### config.mk
export PLATFORM = sky130hd
export DESIGN_NAME = tbc_divider
export DESIGN_NICKNAME = d
export VERILOG_FILES = /design/src/rtl/triangle_barycentric_coords_top_assert.svh /design/src/rtl/tbc_pkg.sv /design/src/rtl/tbc_divider.sv
export SDC_FILE = /design/constraint.sdc
export NUM_CORES = 2
export LEC_CHECK = 0
export BUFFER_PORTS_ARGS = -buffer_cell sky130_fd_sc_hd__buf_2
export CORE_ASPECT_RATIO = 0.9
export CORE_MARGIN = 2
export CORE_UTILIZATION = 40
export CTS_BUF_LIST = sky130_fd_sc_hd__clkbuf_8
export CTS_CLUSTER_SIZE = 28
export DETAILED_ROUTE_END_ITERATION = 16
export MAX_ROUTING_LAYER = met4
export PLACE_DENSITY = 0.56
export SLEW_MARGIN = 10
export SYNTH_ARGS = -nofsm -noshare
export SYNTH_HDL_FRONTEND = slang
export SYNTH_SLANG_ARGS = --single-unit
export TNS_END_PERCENT = 20
### constraint.sdc
create_clock -name clk -period 9.6 [get_ports clk]
set_input_delay 1.44 -clock clk [delete_from_list [all_inputs] [get_ports clk]]
set_output_delay 1.44 -clock clk [all_outputs]
set_load 0.02 [all_outputs]
### src/rtl/triangle_barycentric_coords_top_assert.svh
// ----------------------------------------------------------------------------
// Assertion macros for the triangle barycentric coordinates block
// Clocked on clk, disabled while rst is high.
// ----------------------------------------------------------------------------
`ifndef TRIANGLE_BARYCENTRIC_COORDS_TOP_ASSERT_SVH
`define TRIANGLE_BARYCENTRIC_COORDS_TOP_ASSERT_SVH
`ifndef SYNTHESIS
`define TBC_ASSERT_IMP(lbl, ante, cons) \
  lbl: assert property (@(posedge clk) disable iff (rst) (ante) |-> (cons)) \
    else $error("assertion failed");
`define TBC_ASSERT_NXT(lbl, ante, cons) \
  lbl: assert property (@(posedge clk) disable iff (rst) (ante) |=> (cons)) \
    else $error("assertion failed");
`else
`define TBC_ASSERT_IMP(lbl, ante, cons)
`define TBC_ASSERT_NXT(lbl, ante, cons)
`endif
`endif

### src/rtl/tbc_pkg.sv
// ----------------------------------------------------------------------------
// tbc_pkg
// Shared types and register indexes of the barycentric coordinates block.
// ----------------------------------------------------------------------------
`default_nettype none
package tbc_pkg;

  localparam int REG_IDX_W = 3;

  typedef enum logic [REG_IDX_W-1:0] {
    REG_A_X = 3'd0,
    REG_A_Y = 3'd1,
    REG_B_X = 3'd2,
    REG_B_Y = 3'd3,
    REG_C_X = 3'd4,
    REG_C_Y = 3'd5
  } reg_idx_t;

  typedef struct packed {
    logic sat;
  } div_flags_t;

endpackage
`default_nettype wire

### src/rtl/tbc_divider.sv
// ----------------------------------------------------------------------------
// tbc_divider
// Pipelined signed divider: round(num * 2^F / den), ties away from zero,
// clamped to a signed (F+5)-bit code. One quotient bit per stage.
// ----------------------------------------------------------------------------
`default_nettype none
module tbc_divider #(
  parameter int NUM_WIDTH = 37,
  parameter int FRAC_BITS = 16
) (
  input  wire logic                         clk,
  input  wire logic                         en,
  input  wire logic signed [NUM_WIDTH-1:0]  num,
  input  wire logic signed [NUM_WIDTH-1:0]  den,
  output logic signed [FRAC_BITS+4:0]       weight,
  output tbc_pkg::div_flags_t               flags
);
  import tbc_pkg::*;

  localparam int WW   = FRAC_BITS + 5;
  localparam int QW   = WW + 1;
  localparam int CMPW = NUM_WIDTH + WW + 3;
  localparam int DDW  = NUM_WIDTH + 1;
  localparam int NS   = QW;

  // magnitudes
  logic [NUM_WIDTH-1:0] mag_a;
  logic [NUM_WIDTH-1:0] mag_b;
  logic                 neg_a;

  always_ff @(posedge clk) begin
    if (en) begin
      mag_a <= num[NUM_WIDTH-1] ? NUM_WIDTH'(-num) : NUM_WIDTH'(num);
      mag_b <= den[NUM_WIDTH-1] ? NUM_WIDTH'(-den) : NUM_WIDTH'(den);
      neg_a <= num[NUM_WIDTH-1] ^ den[NUM_WIDTH-1];
    end
  end

  // n = 2a*2^F + b, d = 2b; quotient of n/d is the rounded result
  logic [CMPW-1:0] n_c;
  logic [CMPW-1:0] d_c;
  logic            ovf_c;

  assign n_c   = (CMPW'(mag_a) << (FRAC_BITS + 1)) + CMPW'(mag_b);
  assign d_c   = CMPW'(mag_b) << 1;
  assign ovf_c = n_c >= (d_c << QW);

  logic [CMPW-1:0] rem_s [0:NS-1];
  logic [DDW-1:0]  dd_s  [0:NS-1];
  logic            neg_s [0:NS];
  logic            ovf_s [0:NS];
  logic [QW-1:0]   q_s   [1:NS];

  always_ff @(posedge clk) begin
    if (en) begin
      rem_s[0] <= n_c;
      dd_s[0]  <= d_c[DDW-1:0];
      neg_s[0] <= neg_a;
      ovf_s[0] <= ovf_c;
    end
  end

  for (genvar k = 0; k < NS; k++) begin : g_bit
    localparam int SH = QW - 1 - k;
    logic [CMPW-1:0] sub;
    logic            ge;
    logic [QW-1:0]   q_prev;

    if (k == 0) begin : g_first
      assign q_prev = '0;
    end else begin : g_rest
      assign q_prev = q_s[k];
    end

    assign sub = CMPW'(dd_s[k]) << SH;
    assign ge  = rem_s[k] >= sub;

    always_ff @(posedge clk) begin
      if (en) begin
        neg_s[k+1] <= neg_s[k];
        ovf_s[k+1] <= ovf_s[k];
        q_s[k+1]   <= {q_prev[QW-2:0], ge};
      end
    end

    // the last stage needs no remainder or divisor downstream
    if (k < NS - 1) begin : g_carry
      always_ff @(posedge clk) begin
        if (en) begin
          rem_s[k+1] <= ge ? rem_s[k] - sub : rem_s[k];
          dd_s[k+1]  <= dd_s[k];
        end
      end
    end
  end

  // clamp and apply sign
  logic [QW-1:0] lim;
  logic [QW-1:0] qm;
  logic [QW-1:0] res;
  logic          sat;

  assign lim = neg_s[NS] ? (QW'(1) << (WW - 1)) : ((QW'(1) << (WW - 1)) - QW'(1));
  assign sat = ovf_s[NS] | (q_s[NS] > lim);
  assign qm  = sat ? lim : q_s[NS];
  assign res = neg_s[NS] ? QW'(-qm) : qm;

  assign weight    = res[WW-1:0];
  assign flags.sat = sat;

endmodule
`default_nettype wire

[Word-level counts from Yosys, hierarchy flattened]
Memory sizes are Yosys's and may differ from the RTL's.
Cells that the tools add are included.
Operators by class
  add/subtract/negate cells: 25
  magnitude comparators: 24
  multiplexer cells: 28
  bitwise operators: 2
Operators with widths (count)
  two-way mux 61 bit: 21
  negation 37 bit: 2
  two-way mux 36 bit: 2
  two-way mux 21 bit: 3
  greater-or-equal comparator 61 x 38 -> 1 bit: 1
  greater-or-equal comparator 61 x 39 -> 1 bit: 1
  greater-or-equal comparator 61 x 40 -> 1 bit: 1
  greater-or-equal comparator 61 x 41 -> 1 bit: 1
  greater-or-equal comparator 61 x 42 -> 1 bit: 1
  greater-or-equal comparator 61 x 43 -> 1 bit: 1
  greater-or-equal comparator 61 x 44 -> 1 bit: 1
  greater-or-equal comparator 61 x 45 -> 1 bit: 1
  greater-or-equal comparator 61 x 46 -> 1 bit: 1
  greater-or-equal comparator 61 x 47 -> 1 bit: 1
  greater-or-equal comparator 61 x 48 -> 1 bit: 1
  greater-or-equal comparator 61 x 49 -> 1 bit: 1
  greater-or-equal comparator 61 x 50 -> 1 bit: 1
  greater-or-equal comparator 61 x 51 -> 1 bit: 1
  greater-or-equal comparator 61 x 52 -> 1 bit: 1
  greater-or-equal comparator 61 x 53 -> 1 bit: 1
  greater-or-equal comparator 61 x 54 -> 1 bit: 1
  greater-or-equal comparator 61 x 55 -> 1 bit: 1
  greater-or-equal comparator 61 x 56 -> 1 bit: 1
  greater-or-equal comparator 61 x 57 -> 1 bit: 1
  30 further kinds: 31
Word-level totals
  register bits: 75
  memory bits (writable): 2708
  input bits: 76
  word-level logic and storage cells: 89
  memories kept: 5
Memory list
  rem_s: depth 22, bits a word 61, read ports 22, clocked after memory_dff 0, write ports 22, line tbc_divider.sv:48  | logic [CMPW-1:0] rem_s [0:NS-1];
  dd_s: depth 22, bits a word 38, read ports 22, clocked after memory_dff 0, write ports 22, line tbc_divider.sv:49  | logic [DDW-1:0] dd_s [0:NS-1];
  q_s: depth 22, bits a word 22, read ports 22, clocked after memory_dff 0, write ports 22, line tbc_divider.sv:52  | logic [QW-1:0] q_s [1:NS];
  neg_s: depth 23, bits a word 1, read ports 23, clocked after memory_dff 0, write ports 23, line tbc_divider.sv:50  | logic neg_s [0:NS];
  ovf_s: depth 23, bits a word 1, read ports 23, clocked after memory_dff 0, write ports 23, line tbc_divider.sv:51  | logic ovf_s [0:NS];

[Longest topological paths before layout]
An unclocked memory read counts as a cell.
  depth after elaboration: 7
  mapped depth: 26
  gate-level depth less buffers: 26

[Least setup slack after synthesis]
No wires, ideal clock.
  path kind: flip-flop to output port
  from: memory neg_s[22]
  to: output port weight[18]
  arrival time: 5366 ps
  data required time: 8160 ps
  path slack: 2794 ps
  cell stages (with the launch flop): 27
  cell sequence: edfxtp_1 clkbuf_1 clkinv_1 ha_1 inv_1 a21oi_1 nor2_1 a211oi_1 o221ai_1 a22o_1 o32ai_1 nand2b_1 clkbuf_1 clkbuf_1 nand2_1 a21boi_0 inv_1 ha_1 clkbuf_1 nor4b_1 nand2_1 or3_1 or3_1 or3_1 nand2_1 o21ai_0 a21oi_1
RTL lines
  start, declared: line tbc_divider.sv:50
  end, declared: line tbc_divider.sv:15  | output logic signed [FRAC_BITS+4:0] weight,

==> impl_metrics.sql <==
INSERT INTO impl_metrics (metric_group, metric, value, unit) VALUES
('die', 'rows', '198', ''),
('timing', 'slew_headroom', '11.63', '%'),
('drt', 'dr.first_iter.drc_count', '6956', ''),
('drt', 'detail_route.first_pass.iterations', '6', ''),
('critical_path', 'worstPathCellList', 'buf_4 -> ha_1 -> a21o_1 -> a21o_1 -> a21o_1 -> a21oi_1 -> o221ai_1 -> a22o_1 -> o32ai_1 -> nand2b_1 -> inv_1 -> a21boi_0 -> inv_1 -> ha_1 -> nor4b_1 -> nand2_1 -> or3_1 -> or3_1 -> or3_1 -> nand2_1 -> o21ai_0 -> a21oi_1 -> buf_2', ''),
('placed_design', 'numPortBuffers', '97', ''),
('die', 'starting_density_of_the_core', '40.18', '%'),
('timing', 'grt_setup_unrepaired', 'false', ''),
('layout', 'final_layout_size_suffix_gt1_share', '6.945', '%'),
('drt', 'detail_route.wl_per_cell', '20.65', 'um'),
('global_route', 'first_global_vias', '90241', ''),
('synthesis', 'postSynthAreaPerCell', '10.83', 'um^2'),
('global_route', 'grt_first_pass_wirelength', '533.3', 'mm'),
('critical_path', 'critPathBufInv', '4', ''),
('flow_run', 'timing.max_cap.violations', '0', ''),
('synthesis', 'synth_largest_type_area_fraction', '52.51', '%'),
('critical_path', 'worst_ep_arrival_time', '7.29', 'ns'),
('layout', 'fillers', '30406', ''),
('synthesis', 'synth.ff_latch_count', '2270', ''),
('layout', 'syn_to_final_growth', '9.793', '%'),
('synthesis', 'number_of_flops_mapped_to_enable_cells_by_yosys', '2270', ''),
('synthesis', 'synth_sequential_area_ratio', '52.51', '%'),
('layout', 'layout.cells.most_common', 'sky130_fd_sc_hd__edfxtp_1', ''),
('critical_path', 'critical_path.slowest_cell', 'sky130_fd_sc_hd__edfxtp_1', ''),
('critical_path', 'endpoint_kind', 'output pin', ''),
('pwr', 'power_leakage', '0.05670', 'uW'),
('clock_network', 'cts_resized', '0', ''),
('die', 'floorplan.die.height', '544.5', 'um'),
('synthesis', 'async_flop_share', '0', '%'),
('synthesis', 'syn_nets', '12973', ''),
('clock_network', 'cts_hold_buf', '0', ''),
('synthesis', 'synthDominantAreaCellType', 'sky130_fd_sc_hd__edfxtp_1', ''),
('clock_network', 'cts_sinks', '2270', ''),
('clock_network', 'clock_path_buffers', '4', ''),
('outcome', 'outcome', 'complete, no violations', ''),
('timing', 'setup_total_negative_slack', '0', 'ns'),
('hold_path', 'hp-class', 'reg2reg', ''),
('clock_network', 'clock_insertion_delay_worst_skew', '1.07', 'ns'),
('global_route', 'grt_antenna_before_repair', '9', ''),
('synthesis', 'yosysUniqueCellTypes', '89', ''),
('clock_network', 'clk_root_buffer_cell', 'sky130_fd_sc_hd__clkbuf_8', ''),
('clock_network', 'cts.repair_timing.setup_buffer_count', '0', ''),
('clock_network', 'cts_buffers', '387', ''),
('timing', 'finalSetupViolCount', '0', ''),
('critical_path', 'cpPeakStageDelay', '0.69', 'ns'),
('timing', 'setup_ws', '0.8736', 'ns'),
('synthesis', 'yosys_warnings', '0', ''),
('critical_path', 'path_delay_family', 'simple AND/OR/NAND/NOR gates', ''),
('layout', 'final_cell_mix', 'sky130_fd_sc_hd__edfxtp_1, sky130_fd_sc_hd__inv_1, sky130_fd_sc_hd__a21oi_1', ''),
('global_route', 'globalRouteOverflowTotal', '0', ''),
('synthesis', 'netlist_top_cells_area', 'sky130_fd_sc_hd__edfxtp_1, sky130_fd_sc_hd__ha_1, sky130_fd_sc_hd__a21oi_1', ''),
('drt', 'drc', '0', ''),
('layout', 'stdcell_count', '16832', ''),
('critical_path', 'worst-endpoint-required', '8.16', 'ns'),
('placed_design', 'hpwl_detailed', '265.9', 'mm'),
('placed_design', 'dpl.cell_count', '16146', ''),
('global_route', 'grt_max_degree', '187', ''),
('placed_design', 'gp_congestion', '0.9251', ''),
('timing', 'maxClockFrequency', '114.6', 'MHz'),
('drt', 'vias', '91754', ''),
('die', 'die_outline_width', '604.5', 'um'),
('drt', 'wirelength', '347.6', 'mm'),
('die', 'die_area', '0.3291', 'mm^2'),
('placed_design', 'dp_slack', '1.992', 'ns'),
('clock_network', 'clk_pin_slew_worst_setup_hold_paths', '0.06', 'ns'),
('die', 'design.core.area', '0.3231', 'mm^2'),
('critical_path', 'critical_path_peak_fanout', '17', ''),
('timing', 'layout_min_cycle_time', '8.726', 'ns'),
('clock_network', 'cts_tree', 'built', ''),
('synthesis', 'ys.flop_type', 'sky130_fd_sc_hd__edfxtp_1', ''),
('layout', 'layout.nets', '13218', '');
==> path summary, 6_finish.rpt <==
check	startpoint	end	slack, ns	cells past startpoint
max reg2reg	mag_b[17]	ovf_s[0][0]	4.17	24
min reg2reg	q_s[1][26]	q_s[1][49]	0.39	0
max	neg_s[22]	weight[18]	0.87	23
min	q_s[1][26]	q_s[1][49]	0.39	0
==> logic make-up after synthesis <==
kind of cell,Yosys count,share of synthesized area (%)
simple gates,3135,11.63
buf+inv,1354,3.917
mux,131,1.130
compound gates,3180,15.11
fa+ha+maj,907,8.869
flops,2270,52.51
xor+xnor,1013,6.835
==> metrics by stage <==
step	hold slack (ns)	cell area [um^2]	utilization [%]	power [uW]
6_report	0.3893	142500	44.12	41350
5_1_grt	0.3957	142500	44.12	44250
3_5_place_dp	0.4045	135200	41.86	32930
4_1_cts	0.3891	142500	44.11	41640
3_3_place_gp	0.4022	135200	41.86	32790
2_1_floorplan	0.4003	129800	-	27920
==> routing by layer <==
| metal | vias up | wire length, um | global-route usage, % |
|---|---|---|---|
| li1 | 44622 | - | - |
| met1 | 44458 | 159500 | 27.94 |
| met2 | 2127 | 163200 | 34.53 |
| met3 | 547 | 16000 | 2.876 |
| met4 | 0 | 9040 | 5.833 |
| met5 | - | 0 | - |
==> power breakdown <==
group,total (uW),switching [uW],internal (uW)
Clock,8450,4080,4370
Sequential,15900,1760,14200
Combinational,17000,9810,7140
==> synth_stat cells (50+ instances only) <==
library cell,instances
sky130_fd_sc_hd__nor2_1,885
sky130_fd_sc_hd__inv_1,1049
sky130_fd_sc_hd__xor2_1,401
sky130_fd_sc_hd__or4_1,50
sky130_fd_sc_hd__o31ai_1,84
sky130_fd_sc_hd__a31oi_1,101
sky130_fd_sc_hd__o21bai_1,85
sky130_fd_sc_hd__nor2b_1,129
sky130_fd_sc_hd__edfxtp_1,2270
sky130_fd_sc_hd__or3_1,74
sky130_fd_sc_hd__and3_1,93
sky130_fd_sc_hd__nand2_1,876
sky130_fd_sc_hd__a211oi_1,62
sky130_fd_sc_hd__a21o_1,508
sky130_fd_sc_hd__a21oi_1,1098
sky130_fd_sc_hd__mux2_2,124
sky130_fd_sc_hd__ha_1,885
sky130_fd_sc_hd__nand2b_1,124
sky130_fd_sc_hd__clkbuf_1,267
sky130_fd_sc_hd__nand3_1,205
sky130_fd_sc_hd__o21ai_0,748
sky130_fd_sc_hd__nor3_1,192
sky130_fd_sc_hd__xnor2_1,612
sky130_fd_sc_hd__o21a_1,117
sky130_fd_sc_hd__nor4_1,123
sky130_fd_sc_hd__nand4_1,180
==> layout make-up <==
class                           count  area [um^2]  share of cell area [%]
Timing Repair Buffer              154         1066                  0.7479
Clock inverter                    290         1897                   1.331
Sequential cell                  2270        68170                   47.83
Inverter                         1056         3964                   2.781
Clock buffer                      391         5381                   3.776
Tap cell                         4300         5380                   3.775
Antenna cell                        5        12.51                0.008779
Multi-Input combinational cell   8366        56660                   39.75
==> flip-flops by register name (all words and copies together), names as in the netlist <==
register / flops
q_s: 253
ovf_s: 23
mag_b: 37
mag_a: 37
rem_s: 1319
neg_a: 1
dd_s: 577
neg_s: 23
(Power assumes the default switching activity.)
